===== config.mk =====
export PLATFORM = sky130hd
export DESIGN_NAME = buzzer_tone_pattern_sequencer_unit_flat
export DESIGN_NICKNAME = d
export VERILOG_FILES = /design/src/bts_pkg.sv /design/src/bts_in_if.sv /design/src/bts_out_if.sv /design/src/bts_cfg_regs.sv /design/src/bts_rem_unit.sv /design/src/buzzer_tone_pattern_sequencer_unit.sv /design/src/flat_wrapper.sv
export SDC_FILE = /design/constraint.sdc
export NUM_CORES = 1
export LEC_CHECK = 0
export ABC_CLOCK_PERIOD_IN_PS = 8400
export BUFFER_PORTS_ARGS = -buffer_cell sky130_fd_sc_hd__clkbuf_2
export CORE_ASPECT_RATIO = 0.75
export CORE_MARGIN = 1
export CORE_UTILIZATION = 66
export CTS_CLUSTER_DIAMETER = 30
export CTS_CLUSTER_SIZE = 20
export DETAILED_ROUTE_END_ITERATION = 10
export GPL_TIMING_DRIVEN = 1
export PLACE_DENSITY = 0.88
export RECOVER_POWER = 50
export SLEW_MARGIN = 10
export SYNTH_ARGS = -nofsm -noshare
export SYNTH_HDL_FRONTEND = slang
export SYNTH_SLANG_ARGS = --single-unit

===== constraint.sdc =====
create_clock -name clk -period 8.4 [get_ports clk]
set_input_delay 2.52 -clock clk [delete_from_list [all_inputs] [get_ports clk]]
set_output_delay 2.52 -clock clk [all_outputs]
set_load 0.01 [all_outputs]

===== src/bts_pkg.sv =====
// ----------------------------------------------------------------------------
// bts_pkg
// Shared types, constants and note tables of the buzzer tone sequencer.
// ----------------------------------------------------------------------------
package bts_pkg;

	// melody length default and table depth
	localparam int unsigned NOTE_COUNT_DEF = 23;
	localparam int unsigned TUNE_DEPTH     = 32;
	localparam int unsigned NOTE_IDX_W     = $clog2(TUNE_DEPTH);

	// remainder unit widths
	localparam int unsigned DIVIDEND_W = 32;
	localparam int unsigned DIVISOR_W  = 16;

	// time and pattern constants
	localparam logic [31:0] MIN_TIME_MS  = 32'd5000;
	localparam logic [15:0] REST_FREQ    = 16'd1;
	localparam logic [15:0] FAST_FREQ    = 16'd2000;
	localparam logic [15:0] SLOW_FREQ    = 16'd432;
	localparam logic [15:0] FAST_PERIOD  = 16'd1000;
	localparam logic [15:0] SLOW_PERIOD  = 16'd3000;
	localparam logic [15:0] PATTERN_ON   = 16'd500;

	// error pattern codes
	localparam logic [6:0] MODE_FAST   = 7'd0;
	localparam logic [6:0] MODE_SLOW   = 7'd1;
	localparam logic [6:0] MODE_MELODY = 7'd2;
	localparam logic [6:0] MODE_CUSTOM = 7'd127;

	// input item codes
	localparam logic OP_TICK    = 1'b0;
	localparam logic OP_COMMAND = 1'b1;

	// register reset values
	localparam logic [6:0]  MODE_RST   = 7'd0;
	localparam logic [15:0] C_FREQ_RST = 16'd2000;
	localparam logic [15:0] C_PER_RST  = 16'd1000;
	localparam logic [15:0] C_SND_RST  = 16'd500;

	// register map, word index
	typedef enum logic [1:0] {
		REG_MODE   = 2'd0,
		REG_C_FREQ = 2'd1,
		REG_C_PER  = 2'd2,
		REG_C_SND  = 2'd3
	} reg_idx_t;

	localparam int unsigned PADDR_W = 4;

	typedef struct packed {
		logic [6:0]  melody_mode;
		logic [15:0] custom_frequency_hz;
		logic [15:0] custom_period_ms;
		logic [15:0] custom_sound_ms;
	} cfg_t;

	// sequencer states
	typedef enum logic [1:0] {
		ST_IDLE,
		ST_EVAL,
		ST_DIV,
		ST_FIN
	} state_t;

	typedef struct packed {
		logic                  start;
		logic [DIVIDEND_W-1:0] dividend;
		logic [DIVISOR_W-1:0]  divisor;
	} rem_req_t;

	typedef struct packed {
		logic                 busy;
		logic                 done;
		logic [DIVISOR_W-1:0] remainder;
	} rem_rsp_t;

	// melody note tables, notes past the tune are rests
	localparam logic [15:0] TUNE_FREQ [TUNE_DEPTH] = '{
		16'd659, 16'd784, 16'd784, 16'd659, 16'd880, 16'd784, 16'd880, 16'd784,
		16'd880, 16'd784, 16'd880, 16'd784, 16'd880, 16'd988, 16'd659, 16'd784,
		16'd784, 16'd659, 16'd880, 16'd784, 16'd880, 16'd784, 16'd880,
		16'd1, 16'd1, 16'd1, 16'd1, 16'd1, 16'd1, 16'd1, 16'd1, 16'd1
	};

	localparam logic [15:0] TUNE_DELAY [TUNE_DEPTH] = '{
		16'd207, 16'd1241, 16'd207, 16'd1241, 16'd207, 16'd207, 16'd207, 16'd207,
		16'd207, 16'd207, 16'd207, 16'd207, 16'd207, 16'd1241, 16'd207, 16'd1241,
		16'd207, 16'd1241, 16'd207, 16'd207, 16'd207, 16'd207, 16'd207,
		16'd207, 16'd207, 16'd207, 16'd207, 16'd207, 16'd207, 16'd207, 16'd207,
		16'd207
	};

endpackage


===== src/bts_in_if.sv =====
// ----------------------------------------------------------------------------
// bts_in_if
// Request channel carrying ticks and beep commands.
// ----------------------------------------------------------------------------
interface bts_in_if;
	logic        valid;
	logic        ready;
	logic        op;
	logic [31:0] time_ms;
	logic [7:0]  error_in;
	logic [15:0] cmd_frequency_hz;
	logic [23:0] cmd_duration_ms;

	modport source (
		output valid, op, time_ms, error_in, cmd_frequency_hz, cmd_duration_ms,
		input  ready
	);
	modport sink (
		input  valid, op, time_ms, error_in, cmd_frequency_hz, cmd_duration_ms,
		output ready
	);
endinterface


===== src/bts_out_if.sv =====
// ----------------------------------------------------------------------------
// bts_out_if
// Result channel carrying the buzzer drive.
// ----------------------------------------------------------------------------
interface bts_out_if;
	logic        valid;
	logic        ready;
	logic [15:0] tone_frequency_hz;
	logic        tone_enable;

	modport source (
		output valid, tone_frequency_hz, tone_enable,
		input  ready
	);
	modport sink (
		input  valid, tone_frequency_hz, tone_enable,
		output ready
	);
endinterface


===== src/bts_cfg_regs.sv =====
// ----------------------------------------------------------------------------
// bts_cfg_regs
// APB register file holding the error pattern settings.
// ----------------------------------------------------------------------------
module bts_cfg_regs (
	input  logic                         clk,
	input  logic                         arst_n,
	input  logic                         psel,
	input  logic                         penable,
	input  logic                         pwrite,
	input  logic [bts_pkg::PADDR_W-1:0]  paddr,
	input  logic [31:0]                  pwdata,
	output logic [31:0]                  prdata,
	output logic                         pready,
	output bts_pkg::cfg_t                cfg
);
	import bts_pkg::*;

	cfg_t     cfg_q;
	reg_idx_t idx;
	logic     wr_en;

	assign idx    = reg_idx_t'(paddr[3:2]);
	assign wr_en  = psel && penable && pwrite;
	assign pready = 1'b1;
	assign cfg    = cfg_q;

	// register writes
	always_ff @(posedge clk or negedge arst_n) begin
		if (!arst_n) begin
			cfg_q.melody_mode         <= MODE_RST;
			cfg_q.custom_frequency_hz <= C_FREQ_RST;
			cfg_q.custom_period_ms    <= C_PER_RST;
			cfg_q.custom_sound_ms     <= C_SND_RST;
		end else if (wr_en) begin
			unique case (idx)
				REG_MODE:   cfg_q.melody_mode         <= pwdata[6:0];
				REG_C_FREQ: cfg_q.custom_frequency_hz <= pwdata[15:0];
				REG_C_PER:  cfg_q.custom_period_ms    <= pwdata[15:0];
				REG_C_SND:  cfg_q.custom_sound_ms     <= pwdata[15:0];
			endcase
		end
	end

	// read mux
	always_comb begin
		unique case (idx)
			REG_MODE:   prdata = {25'd0, cfg_q.melody_mode};
			REG_C_FREQ: prdata = {16'd0, cfg_q.custom_frequency_hz};
			REG_C_PER:  prdata = {16'd0, cfg_q.custom_period_ms};
			REG_C_SND:  prdata = {16'd0, cfg_q.custom_sound_ms};
		endcase
	end

endmodule


===== src/bts_rem_unit.sv =====
// ----------------------------------------------------------------------------
// bts_rem_unit
// Restoring remainder unit, one dividend bit per cycle.
// ----------------------------------------------------------------------------
module bts_rem_unit (
	input  logic              clk,
	input  logic              arst_n,
	input  bts_pkg::rem_req_t req,
	output bts_pkg::rem_rsp_t rsp
);
	import bts_pkg::*;

	localparam int unsigned CntW = $clog2(DIVIDEND_W);
	localparam logic [CntW-1:0] LastCnt = CntW'(DIVIDEND_W - 1);

	logic                  busy_q;
	logic                  done_q;
	logic [CntW-1:0]       cnt_q;
	logic [DIVIDEND_W-1:0] dvd_q;
	logic [DIVISOR_W-1:0]  dvs_q;
	logic [DIVISOR_W-1:0]  rem_q;
	logic [DIVISOR_W:0]    trial;
	logic [DIVISOR_W:0]    diff;
	logic [DIVISOR_W-1:0]  rem_next;

	// one shift and trial subtract
	always_comb begin
		trial = {rem_q, dvd_q[DIVIDEND_W-1]};
		diff  = trial - {1'b0, dvs_q};
		if (trial >= {1'b0, dvs_q}) begin
			rem_next = diff[DIVISOR_W-1:0];
		end else begin
			rem_next = trial[DIVISOR_W-1:0];
		end
	end

	// control
	always_ff @(posedge clk or negedge arst_n) begin
		if (!arst_n) begin
			busy_q <= 1'b0;
			done_q <= 1'b0;
			cnt_q  <= '0;
		end else begin
			done_q <= busy_q && (cnt_q == LastCnt);
			if (req.start) begin
				busy_q <= 1'b1;
				cnt_q  <= '0;
			end else if (busy_q) begin
				cnt_q <= cnt_q + 1'b1;
				if (cnt_q == LastCnt) begin
					busy_q <= 1'b0;
				end
			end
		end
	end

	// datapath
	always_ff @(posedge clk) begin
		if (req.start) begin
			dvd_q <= req.dividend;
			dvs_q <= req.divisor;
			rem_q <= '0;
		end else if (busy_q) begin
			dvd_q <= {dvd_q[DIVIDEND_W-2:0], 1'b0};
			rem_q <= rem_next;
		end
	end

	assign rsp.busy      = busy_q;
	assign rsp.done      = done_q;
	assign rsp.remainder = rem_q;

endmodule


===== src/buzzer_tone_pattern_sequencer_unit.sv =====
// ----------------------------------------------------------------------------
// buzzer_tone_pattern_sequencer_unit
// Alarm buzzer tone sequencer: error patterns, melody and commanded beeps.
// ----------------------------------------------------------------------------
//  channel  dir  handshake       payload
//  item     in   valid/ready     op, time_ms, error_in, cmd_frequency_hz,
//                                cmd_duration_ms
//  tone     out  valid/ready     tone_frequency_hz, tone_enable
//  apb      in   psel/penable    paddr, pwdata, prdata (pready tied high)
//
//  commands, early ticks and ticks needing no remainder pass idle, eval, fin
//  late alarm ticks of fast, slow and custom patterns also pass div, where
//  the 32-step remainder unit works the tick time modulo the pattern period
//  reset clears the control and block state at once, no clearing pass
//  the result register holds a result until taken; the next item is
//  accepted meanwhile and waits in its last step for the register to free
// ----------------------------------------------------------------------------
module buzzer_tone_pattern_sequencer_unit #(
	parameter int unsigned NOTE_COUNT = bts_pkg::NOTE_COUNT_DEF
) (
	input  logic                         clk,
	input  logic                         arst_n,
	bts_in_if.sink                       item,
	bts_out_if.source                    tone,
	input  logic                         psel,
	input  logic                         penable,
	input  logic                         pwrite,
	input  logic [bts_pkg::PADDR_W-1:0]  paddr,
	input  logic [31:0]                  pwdata,
	output logic [31:0]                  prdata,
	output logic                         pready
);
	import bts_pkg::*;

	localparam logic [NOTE_IDX_W-1:0] NoteLimit = NOTE_IDX_W'(NOTE_COUNT);

	cfg_t     cfg;
	rem_req_t rem_req;
	rem_rsp_t rem_rsp;
	state_t   state_q, state_next;

	// captured request
	logic        op_q;
	logic [31:0] now_q;
	logic [7:0]  err_q;
	logic [15:0] cfreq_q;
	logic [23:0] cdur_q;

	// block state
	logic                  err_latched_q;
	logic [15:0]           drive_freq_q;
	logic                  drive_en_q;
	logic [31:0]           last_time_q;
	logic [31:0]           cmd_end_q;
	logic [15:0]           cmd_freq_q;
	logic [NOTE_IDX_W-1:0] note_idx_q;
	logic [31:0]           note_start_q;
	logic                  mel_started_q;

	// result register
	logic        out_valid_q;
	logic [15:0] out_freq_q;
	logic        out_en_q;

	// tick decode
	logic        late_tick;
	logic        err_now;
	logic        need_div;
	logic [15:0] div_period;
	logic        out_free;

	// melody step
	logic [31:0]           mel_start;
	logic [31:0]           mel_delta;
	logic                  mel_in_tune;
	logic                  mel_advance;

	// pattern compare after the remainder
	logic [15:0] pat_on_ms;
	logic [15:0] pat_freq;

	bts_cfg_regs u_cfg (
		.clk     (clk),
		.arst_n  (arst_n),
		.psel    (psel),
		.penable (penable),
		.pwrite  (pwrite),
		.paddr   (paddr),
		.pwdata  (pwdata),
		.prdata  (prdata),
		.pready  (pready),
		.cfg     (cfg)
	);

	bts_rem_unit u_rem (
		.clk    (clk),
		.arst_n (arst_n),
		.req    (rem_req),
		.rsp    (rem_rsp)
	);

	// tick classification
	always_comb begin
		late_tick  = (op_q == OP_TICK) && (now_q >= MIN_TIME_MS);
		err_now    = err_latched_q || (err_q != 8'd0);
		div_period = cfg.custom_period_ms;
		need_div   = 1'b0;
		if (cfg.melody_mode == MODE_FAST) begin
			div_period = FAST_PERIOD;
			need_div   = 1'b1;
		end else if (cfg.melody_mode == MODE_SLOW) begin
			div_period = SLOW_PERIOD;
			need_div   = 1'b1;
		end else if (cfg.melody_mode == MODE_CUSTOM) begin
			need_div = (cfg.custom_period_ms != 16'd0);
		end
		need_div = need_div && late_tick && err_now;
		out_free = !out_valid_q || tone.ready;
	end

	// melody note step
	always_comb begin
		mel_start   = mel_started_q ? note_start_q : now_q;
		mel_delta   = now_q - mel_start;
		mel_in_tune = (note_idx_q < NoteLimit);
		mel_advance = mel_delta > {16'd0, TUNE_DELAY[note_idx_q]};
	end

	// pattern tone and sounding window
	always_comb begin
		pat_on_ms = PATTERN_ON;
		pat_freq  = FAST_FREQ;
		if (cfg.melody_mode == MODE_CUSTOM) begin
			pat_on_ms = cfg.custom_sound_ms;
			pat_freq  = cfg.custom_frequency_hz;
		end else if (cfg.melody_mode == MODE_SLOW) begin
			pat_freq = SLOW_FREQ;
		end
	end

	// state register
	always_ff @(posedge clk or negedge arst_n) begin
		if (!arst_n) begin
			state_q <= ST_IDLE;
		end else begin
			state_q <= state_next;
		end
	end

	// sequencer
	always_comb begin
		state_next       = state_q;
		item.ready       = 1'b0;
		rem_req.start    = 1'b0;
		rem_req.dividend = now_q;
		rem_req.divisor  = div_period;
		unique case (state_q)
			ST_IDLE: begin
				item.ready = 1'b1;
				if (item.valid) begin
					state_next = ST_EVAL;
				end
			end
			ST_EVAL: begin
				if (need_div) begin
					rem_req.start = 1'b1;
					state_next    = ST_DIV;
				end else begin
					state_next = ST_FIN;
				end
			end
			ST_DIV: begin
				if (rem_rsp.done) begin
					state_next = ST_FIN;
				end
			end
			ST_FIN: begin
				if (out_free) begin
					state_next = ST_IDLE;
				end
			end
		endcase
	end

	// request capture
	always_ff @(posedge clk) begin
		if (item.valid && item.ready) begin
			op_q    <= item.op;
			now_q   <= item.time_ms;
			err_q   <= item.error_in;
			cfreq_q <= item.cmd_frequency_hz;
			cdur_q  <= item.cmd_duration_ms;
		end
	end

	// block state update
	always_ff @(posedge clk or negedge arst_n) begin
		if (!arst_n) begin
			err_latched_q <= 1'b0;
			drive_freq_q  <= REST_FREQ;
			drive_en_q    <= 1'b0;
			last_time_q   <= '0;
			cmd_end_q     <= '0;
			cmd_freq_q    <= '0;
			note_idx_q    <= '0;
			note_start_q  <= '0;
			mel_started_q <= 1'b0;
		end else if (state_q == ST_EVAL) begin
			if (op_q == OP_COMMAND) begin
				cmd_freq_q <= cfreq_q;
				cmd_end_q  <= last_time_q + 32'(cdur_q);
			end else begin
				last_time_q <= now_q;
				if (late_tick) begin
					err_latched_q <= err_now;
					if (err_now) begin
						// pattern with no division
						if (cfg.melody_mode == MODE_CUSTOM &&
						    cfg.custom_period_ms == 16'd0) begin
							drive_freq_q <= REST_FREQ;
							drive_en_q   <= 1'b1;
						end else if (cfg.melody_mode == MODE_MELODY) begin
							mel_started_q <= 1'b1;
							drive_en_q    <= 1'b1;
							if (mel_in_tune) begin
								drive_freq_q <= TUNE_FREQ[note_idx_q];
								note_start_q <= mel_advance ? now_q : mel_start;
								if (mel_advance) begin
									note_idx_q <= note_idx_q + 1'b1;
								end
							end else begin
								drive_freq_q <= REST_FREQ;
								note_start_q <= mel_start;
								note_idx_q   <= '0;
							end
						end
					end else if (now_q < cmd_end_q) begin
						drive_freq_q <= cmd_freq_q;
						drive_en_q   <= 1'b1;
					end else begin
						drive_en_q <= 1'b0;
					end
				end
			end
		end else if (state_q == ST_DIV && rem_rsp.done) begin
			drive_en_q   <= 1'b1;
			drive_freq_q <= (rem_rsp.remainder < pat_on_ms) ? pat_freq : REST_FREQ;
		end
	end

	// result register
	always_ff @(posedge clk or negedge arst_n) begin
		if (!arst_n) begin
			out_valid_q <= 1'b0;
		end else if (state_q == ST_FIN && out_free) begin
			out_valid_q <= 1'b1;
		end else if (tone.ready) begin
			out_valid_q <= 1'b0;
		end
	end

	always_ff @(posedge clk) begin
		if (state_q == ST_FIN && out_free) begin
			out_freq_q <= drive_freq_q;
			out_en_q   <= drive_en_q;
		end
	end

	assign tone.valid             = out_valid_q;
	assign tone.tone_frequency_hz = out_freq_q;
	assign tone.tone_enable       = out_en_q;

endmodule


===== src/flat_wrapper.sv =====
// flat-port wrapper written by rule: the top's interface ports become plain ports
module buzzer_tone_pattern_sequencer_unit_flat import bts_pkg::*;
#(
	parameter int unsigned NOTE_COUNT = bts_pkg::NOTE_COUNT_DEF
)
  (clk, arst_n, psel, penable, pwrite, paddr, pwdata, prdata, pready, item_valid, item_op, item_time_ms, item_error_in, item_cmd_frequency_hz, item_cmd_duration_ms, item_ready, tone_valid, tone_tone_frequency_hz, tone_tone_enable, tone_ready);
  bts_in_if item_i ();
  bts_out_if tone_i ();
  input  logic clk;
  input  logic arst_n;
  input  logic psel;
  input  logic penable;
  input  logic pwrite;
  input  logic [bts_pkg::PADDR_W-1:0] paddr;
  input  logic [31:0] pwdata;
  output logic [31:0] prdata;
  output logic pready;
  input wire logic [$bits(item_i.valid)-1:0] item_valid;
  input wire logic [$bits(item_i.op)-1:0] item_op;
  input wire logic [$bits(item_i.time_ms)-1:0] item_time_ms;
  input wire logic [$bits(item_i.error_in)-1:0] item_error_in;
  input wire logic [$bits(item_i.cmd_frequency_hz)-1:0] item_cmd_frequency_hz;
  input wire logic [$bits(item_i.cmd_duration_ms)-1:0] item_cmd_duration_ms;
  output wire logic [$bits(item_i.ready)-1:0] item_ready;
  output wire logic [$bits(tone_i.valid)-1:0] tone_valid;
  output wire logic [$bits(tone_i.tone_frequency_hz)-1:0] tone_tone_frequency_hz;
  output wire logic [$bits(tone_i.tone_enable)-1:0] tone_tone_enable;
  input wire logic [$bits(tone_i.ready)-1:0] tone_ready;
  assign item_i.valid = item_valid;
  assign item_i.op = item_op;
  assign item_i.time_ms = item_time_ms;
  assign item_i.error_in = item_error_in;
  assign item_i.cmd_frequency_hz = item_cmd_frequency_hz;
  assign item_i.cmd_duration_ms = item_cmd_duration_ms;
  assign item_ready = item_i.ready;
  assign tone_valid = tone_i.valid;
  assign tone_tone_frequency_hz = tone_i.tone_frequency_hz;
  assign tone_tone_enable = tone_i.tone_enable;
  assign tone_i.ready = tone_ready;
  buzzer_tone_pattern_sequencer_unit #(.NOTE_COUNT(NOTE_COUNT)) u_core (.clk(clk), .arst_n(arst_n), .item(item_i), .tone(tone_i), .psel(psel), .penable(penable), .pwrite(pwrite), .paddr(paddr), .pwdata(pwdata), .prdata(prdata), .pready(pready));
endmodule

==> reports/results.ini <==
[run_status]
status = finished, violations left
violations = max-capacitance violations, max-slew violations

[cells_and_area]
nets = 2505
antennaDiodeCount = 0
fin_util = 0.771
fin_area_um2 = 24300
syn_to_final_growth_pct = 14.1
drive_gt1_frac = 0.188
final-instance-count-excl-fill = 2701

[synth]
yosys-top-cells-area = dfrtp_1 (21%), edfxtp_1 (21%), ha_1 (7.9%)
yosys-top-cells-count = nand2_1 (255), dfrtp_1 (182), edfxtp_1 (146)
ys_warn_count = 0
synth.avg_cell_area_um2 = 10.0
yosysMostFrequentCell = nand2_1
async_flop_share = 0.554
syn_inst = 2123
synth_seq_cells = 363
synth_edf_count = 146
synth_top_area_cell = dfrtp_1
ys_types = 86
yosysTopAreaCellShare = 0.214
synth_ff_type = dfrtp_1
synth-seq-area-share = 0.458
syn-cell-area_um2 = 21300

[power_and_ir_drop]
leakagePower_nw = 10.7
p_per_area_nw_per_um2 = 410
power_mw = 9.97
ir_drop_uv = 266

[flow_run]
cap_violations = 6

[global_routing]
grt_start_max_net_pins = 82
antenna_found_initial = 1
first_global_vias = 17977
grt-ovfl-total = 0
grtUsageTotal = 0.375
grt_pass1_wl_um = 96300

[clock_tree]
cts_hold_buf = 0
h-tree-depth = 2
path_clk_slew_ps = 60
cts_setup_buffers = 0
cts_resized = 0
cts_root_buf = clkbuf_16
clockBufferDepth = 3
cts_made_buffers = 59
cts_tree = yes
clk-insertion-delay-late_ps = 610
clock_sinks = 363

[setup_path]
criticalPathCategory = input port to output port
start_kind = input port
required_ps = 5880
crit_arrival_ps = 4060
end_kind = output port
critPathMaxFanout = 20

[placed_design]
dpl_cell_area_um2 = 22200
gp_congestion = 0.914
pre_cts_slack_ps = 1980
placed_cells = 2589
portBuffers = 140
hpwl_um = 39200

[floorplan]
ioPinCount = 176
fp-row-count = 56
die_h_um = 158
dieArea_um2 = 33000
die_w_um = 209
start_util = 0.676
coreArea_um2 = 31500

[route]
drc = 0
vias = 18357
viasPerCell = 6.80
drt-total-wl_um = 61900
drtIter0Drc = 2449
dr.pass1.iters = 6
ant_nets = 0
wl_per_cell_um = 22.9

[timing]
period_minus_slack_ps = 6580
fmax_mhz = 152
rsz0062_at_grt = no
relSlewSlack = -2.45
hold_viol_final = 0
worstMarginPinSlew_ps = 5170
hold_slack_ps = 446
finClkSkew_ps = 19.1
timing.final.crit_share = 0.784
drv_slew = 377
final.setup.tns_ps = 0
setup_ws_ps = 1820
setup_viol = 0

[min_path]
min_path_type = flop to flop

## power by group
group	total, mW	switching, mW	internal, mW
logic	4.25	2.58	1.68
registers	3.14	0.550	2.59
clock network	2.57	0.950	1.62
total	9.97	4.08	5.89
## cell type report
cell class	count	area [µm²]
clock buffers	65	1530
clock inverters	47	583
fillers	1881	7220
inverters	90	338
multi-input cells	1563	10700
flip-flops and latches	363	9760
well taps	406	508
repair buffers	167	868
## kinds of logic after synthesis
group / Yosys count / synth area share
AOI/OAI and AO/OA: 503 / 0.157
xor gates and xnor gates: 52 / 0.0214
adders and majority gates: 137 / 0.0815
buffers and inverters: 212 / 0.0424
DFF: 363 / 0.458
muxes: 143 / 0.0781
other: 2 / 0.000353
and+or+nand+nor: 711 / 0.161
## layer usage
| metal | GRT usage | part of all wire |
|---|---|---|
| met2 | 0.582 | 0.45 |
| met4 | 0.174 | 0.043 |
| met3 | 0.0966 | 0.12 |
| met5 | 0 | 0.00015 |
| met1 | 0.497 | 0.38 |
## final timing paths
check,from,endpoint,slack [ps],depth (start not counted)
setup / recovery,paddr[3],prdata[8],1820,4
hold / removal,u_core.drive_freq_q[11],u_core.tone.tone_frequency_hz[11],450,0
setup reg to reg,u_core.mel_started_q,u_core.note_start_q[0],2230,21
hold reg to reg,u_core.drive_freq_q[11],u_core.tone.tone_frequency_hz[11],450,0
max in group asynchronous,arst_n,u_core.state_q[1],2370,2
min in group asynchronous,arst_n,u_core.u_cfg.cfg[26],2960,1
## cell usage in the layout (no fill, tap or decap), drive strengths merged, types with 45 or more instances in the layout
cell and count:
edfxtp 146, dfrtp 182, nor2 119, ha 134, o21ai 114, clkbuf 211, nand2 255, mux2 113
inv 108, nand3 75, and3 45, a21oi 132
## worst max-delay path, cell delays in order
cell	delay [ps]
clkbuf_1	720
nor2_1	360
a22o_1	330
clkbuf_2	130
## registers in the layout, indices dropped and copies added (netlist names), 16 cells and up
name / flops
u_core.last_time_q: 32
u_core.u_rem.dvd_q: 32
u_core.cmd_end_q: 32
u_core.u_rem.rem_q: 16
u_core.note_start_q: 32
u_core.u_cfg.cfg: 55
u_core.tone.tone_frequency_hz: 16
u_core.cdur_q: 24
u_core.cfreq_q: 16
u_core.u_rem.dvs_q: 16
u_core.drive_freq_q: 16
u_core.cmd_freq_q: 16
u_core.now_q: 32
(Power assumes the default switching activity.)
